File: src/rtl/wspi_pkg.sv
// Shared widths, types, register indexes and helpers for the wheel speed PI loop.
package wspi_pkg;

  localparam int MUL_W     = 29;
  localparam int PROD_W    = 2 * MUL_W;
  localparam int SPD_W     = 20;
  localparam int OUT_W     = 21;
  localparam int ERR_W     = 16;
  localparam int INT_W     = 22;
  localparam int CFG_W     = 16;
  localparam int CFG_IDX_W = 3;
  localparam int TICK_W    = 27;
  localparam int DIV_SH    = 27;
  localparam int SAT_W     = 28;

  typedef logic signed [MUL_W-1:0]  mul_opnd_t;
  typedef logic signed [PROD_W-1:0] mul_prod_t;
  typedef logic signed [SPD_W-1:0]  speed_t;
  typedef logic signed [OUT_W-1:0]  drive_t;
  typedef logic signed [ERR_W-1:0]  err_t;

  localparam logic [CFG_IDX_W-1:0] REG_RATIO_LEFT   = 3'd0;
  localparam logic [CFG_IDX_W-1:0] REG_RATIO_RIGHT  = 3'd1;
  localparam logic [CFG_IDX_W-1:0] REG_TARGET_SPEED = 3'd2;
  localparam logic [CFG_IDX_W-1:0] REG_GAIN_P       = 3'd3;
  localparam logic [CFG_IDX_W-1:0] REG_GAIN_I       = 3'd4;
  localparam logic [CFG_IDX_W-1:0] REG_SLEW_LIMIT   = 3'd5;
  localparam logic [CFG_IDX_W-1:0] REG_SPEED_CAP    = 3'd6;
  localparam logic [CFG_IDX_W-1:0] REG_ERROR_CAP    = 3'd7;

  localparam logic [15:0] RST_RATIO     = 16'd24359;
  localparam logic [14:0] RST_TARGET    = 15'd4000;
  localparam logic [15:0] RST_GAIN_P    = 16'd2908;
  localparam logic [15:0] RST_GAIN_I    = 16'd0;
  localparam logic [14:0] RST_SLEW      = 15'd200;
  localparam logic [14:0] RST_SPEED_CAP = 15'd20000;
  localparam logic [14:0] RST_ERROR_CAP = 15'd1600;

  localparam logic CMD_SAMPLE = 1'b0;
  localparam logic CMD_TICK   = 1'b1;

  // integral ceiling: 50 with 16 fractional bits
  localparam logic [INT_W-1:0] INTEG_MAX = 22'd3276800;

  localparam logic signed [SAT_W-1:0] SAT_HI = 28'sd1048575;
  localparam logic signed [SAT_W-1:0] SAT_LO = -28'sd1048576;

  function automatic drive_t sat_out(input logic signed [SAT_W-1:0] x);
    drive_t r;
    if (x > SAT_HI) begin
      r = SAT_HI[OUT_W-1:0];
    end else if (x < SAT_LO) begin
      r = SAT_LO[OUT_W-1:0];
    end else begin
      r = x[OUT_W-1:0];
    end
    return r;
  endfunction

endpackage

File: src/rtl/wspi_mul.sv
// Shared signed multiplier with a registered product.
module wspi_mul (
  input  logic                clk,
  input  wspi_pkg::mul_opnd_t mul_a,
  input  wspi_pkg::mul_opnd_t mul_b,
  output wspi_pkg::mul_prod_t prod_r
);

  always_ff @(posedge clk) begin
    prod_r <= mul_a * mul_b;
  end

endmodule

File: config.mk
export PLATFORM = sky130hd
export DESIGN_NAME = wspi_mul
export DESIGN_NICKNAME = d
export VERILOG_FILES = /design/src/rtl/wspi_pkg.sv /design/src/rtl/wspi_mul.sv
export SDC_FILE = /design/constraint.sdc
export NUM_CORES = 2
export LEC_CHECK = 0
export CAP_MARGIN = 5
export CORE_MARGIN = 5
export CORE_UTILIZATION = 35
export CTS_CLUSTER_SIZE = 12
export DETAILED_ROUTE_END_ITERATION = 7
export DONT_BUFFER_PORTS = 1
export PLACE_DENSITY = 0.57
export SLEW_MARGIN = 10
export SYNTH_ARGS = -nofsm -noshare
export SYNTH_HDL_FRONTEND = slang
export SYNTH_SLANG_ARGS = --single-unit
File: constraint.sdc
create_clock -name clk -period 22 [get_ports clk]
set_input_delay 4.4 -clock clk [delete_from_list [all_inputs] [get_ports clk]]
set_output_delay 4.4 -clock clk [all_outputs]
set_load 0.02 [all_outputs]
==> impl_summary.log <==
[metrics] status: finished clean
[metrics] count of buffers added by post-CTS timing repair for setup: 0
[metrics] cell taking the most area after synthesis: sky130_fd_sc_hd__fa_1
[metrics] portion of synthesized cell area occupied by the leading cell type: 0.559
[metrics] average wire per standard cell: 19.2 um
[metrics] most frequent cells in the layout: sky130_fd_sc_hd__inv_1 (904), sky130_fd_sc_hd__fa_1 (901), sky130_fd_sc_hd__and2_1 (462), sky130_fd_sc_hd__nand2_1 (390), sky130_fd_sc_hd__ha_1 (170)
[metrics] synthesized netlist net count: 4582
[metrics] RD Place Congestion: 0.823
[metrics] number of synthesized flops with an enable pin: 0
[metrics] antenna-violating nets left: 0
[metrics] buffer levels on the longest clock path: 2
[metrics] NumNets Final: 4402
[metrics] TritonCTS sink count: 58
[metrics] Relative slew margins: 0.487
[metrics] number of antenna violations at the first check in global routing: 2
[metrics] total number of placement rows: 111
[metrics] final clock period utilization by the worst path: 0.536
[metrics] Async SR Flop Fraction: 0
[metrics] drt first-iter violations: 947
[metrics] highest attainable clock frequency: 0.0848 GHz
[metrics] vias post-DR: 21700
[metrics] vertical die dimension: 314 um
[metrics] type of element capturing the critical path: flop
[metrics] share of final-layout standard cells stronger than drive strength 1: 0.00824
[metrics] H-tree depth reported by CTS: 3
[metrics] worst-margin pin slew: 0.770 ns
[metrics] core footprint: 91500 um^2
[metrics] dominant cell type by count on the critical path: sky130_fd_sc_hd__fa_1
[metrics] Avg Inst Size Synth: 9.34 um^2
[metrics] sum of routed wire length over all layers: 85600 um
[metrics] largest registers: prod_r x58
[metrics] register ranked first by flip-flop count: prod_r
[metrics] CP startpoint kind: input port
[metrics] instance count after placement with tap cells included: 4447
[metrics] die boundary width: 314 um
[metrics] Unique masters post-synth: 55
[metrics] clock tree from TritonCTS: yes
[metrics] via density per instance: 4.86
[metrics] First-pass DRT Iterations: 4
[metrics] area post-placement: 33000 um^2
[metrics] worst hold path class: input port to flop
[metrics] # IOs: 117
[metrics] maxcap violations: 0
[metrics] Largest register FFs: 58
[metrics] count of synthesis-stage warnings from yosys: 0
[metrics] count of hold buffers inserted by post-cts repair: 0
[metrics] Critical Path Fanout Max: 29
[metrics] endpoint arrival time on the critical path: 12.03 ns
[metrics] number of synthesized register bits: 58
[metrics] cell area after synthesis: 32200 um^2
[metrics] number of global-route vias before repair: 25200
[metrics] hold violation count in the final report: 0
[metrics] sum of negative setup slack: 0 ns
[metrics] IO buf count: 0
[metrics] cell type of the slowest stage on the worst timing path: sky130_fd_sc_hd__fa_1
[metrics] sequential element share of the synthesized area: 0.0360
[metrics] top flip-flop cell by instance count after synthesis: sky130_fd_sc_hd__dfxtp_1
[metrics] Area Overhead vs Synth: 3.29%
[metrics] remaining design rule violation count: 0
[metrics] number of cells produced by synthesis: 3452
[metrics] cell at the root of the clock tree: sky130_fd_sc_hd__clkbuf_16
[metrics] pins over their slew limit: 0
[metrics] time the worst path needs with I/O delays and setup: 11.80 ns
[metrics] global router's overall resource usage: 0.184
[metrics] die outline area: 98300 um^2
[metrics] maximum number of pins on one net before global-route repair: 30
[metrics] clock-pin transition on the worst setup and hold timing paths: 0.05 ns
[metrics] most common cell after layout, fill and taps aside: sky130_fd_sc_hd__inv_1
[metrics] Buffers & Inverters on Critical Path: 7
[metrics] RSZ-0062 raised after global routing: false
[metrics] delay of the slowest cell on the worst path: 0.88 ns
[metrics] post-CTS sizing: 0
[metrics] first-pass GRT wire length: 141000 um
[metrics] Crit Path Category: input port to flop
[metrics] final design instance area without fill: 33300 um^2
[metrics] overflow left after global routing: 0
[metrics] gate family responsible for the most delay along the worst path: adder cells
[metrics] setup-violating endpoint count in the final report: 0
[metrics] data required time of the critical path: 22.23 ns
[metrics] Non-Filler Instances: 4467
[metrics] initial core utilization: 0.352
[metrics] post-detailed-placement half-perimeter wirelength: 69500 um
[metrics] top cells by area, synth: sky130_fd_sc_hd__fa_1 (56%), sky130_fd_sc_hd__inv_1 (11%), sky130_fd_sc_hd__and2_1 (9.0%), sky130_fd_sc_hd__ha_1 (6.6%), sky130_fd_sc_hd__nand2_1 (4.5%)
[metrics] TritonCTS buffer count: 9
==> cells in the mapped netlist, drive strengths merged (2+ instances only) <==
cell type and number:
a2111oi 2, a211o 6, a211oi 5, a21boi 4, a21o 29, a21oi 46
a221oi 7, a31oi 3, and2 462, and3 5, buf 4, clkbuf 189
dfxtp 58, fa 901, ha 170, inv 904, mux2i 2, nand2 390
nand2b 17, nand3 21, nand4 14, nor2 53, nor2b 5, nor3 13
nor4 2, o2111ai 2, o211a 2, o211ai 4, o21a 6, o21ai 28
o21bai 11, o31a 4, o31ai 3, or3 5, or4 2, xnor2 39
xor2 21
==> final cells by class <==
| type | instances | area, um^2 |
|---|---|---|
| diodes | 4 | 10.0 |
| clock buffers | 12 | 256 |
| clock inverters | 4 | 26.3 |
| fillers | 9397 | 58200 |
| inverters | 904 | 3390 |
| multi-input cells | 2297 | 27000 |
| flip-flops and latches | 58 | 1160 |
| well taps | 1186 | 1480 |
| repair buffers | 2 | 15.0 |
==> stage by stage <==
step | hold slack [ns] | worst slack, ns | util
after floorplan | 4.74 | 10.10 | -
after global placement | 4.54 | 9.93 | 0.361
after detailed placement | 4.53 | 9.87 | 0.361
after CTS | 4.16 | 10.21 | 0.364
after global routing | 4.17 | 9.71 | 0.364
final | 4.19 | 10.20 | 0.364
==> routing by layer <==
layer	routed length [um]	share of wire	up-vias	track usage
met2	46500	0.54	482	0.352
met5	0	0	-	0
met4	2990	0.035	0	0.0503
met3	3940	0.046	137	0.0287
met1	32200	0.38	11600	0.214
li1	-	-	9434	-
==> logic make-up (layout without fill, tap and decap cells) <==
| logic type | after synthesis | in the layout | share of synthesized area |
|---|---|---|---|
| muxes | 2 | 2 | 0.000621 |
| DFF | 58 | 58 | 0.0360 |
| and+or+nand+nor | 993 | 993 | 0.157 |
| adders and majority gates | 1071 | 1071 | 0.625 |
| other | 0 | 4 | 0 |
| AOI/OAI and AO/OA | 171 | 171 | 0.0366 |
| xor gates and xnor gates | 60 | 60 | 0.0163 |
| buffers and inverters | 1097 | 922 | 0.128 |
==> worst paths after layout <==
kind                       from          to  cells past startpoint
worst min-delay path   mul_b[0]   prod_r[0]                      1
worst max-delay path  mul_a[28]  prod_r[57]                     25
Power is left out: the tool's default activity adds up to more than one toggle a clock period on the data nets, which glitch-free logic cannot reach.
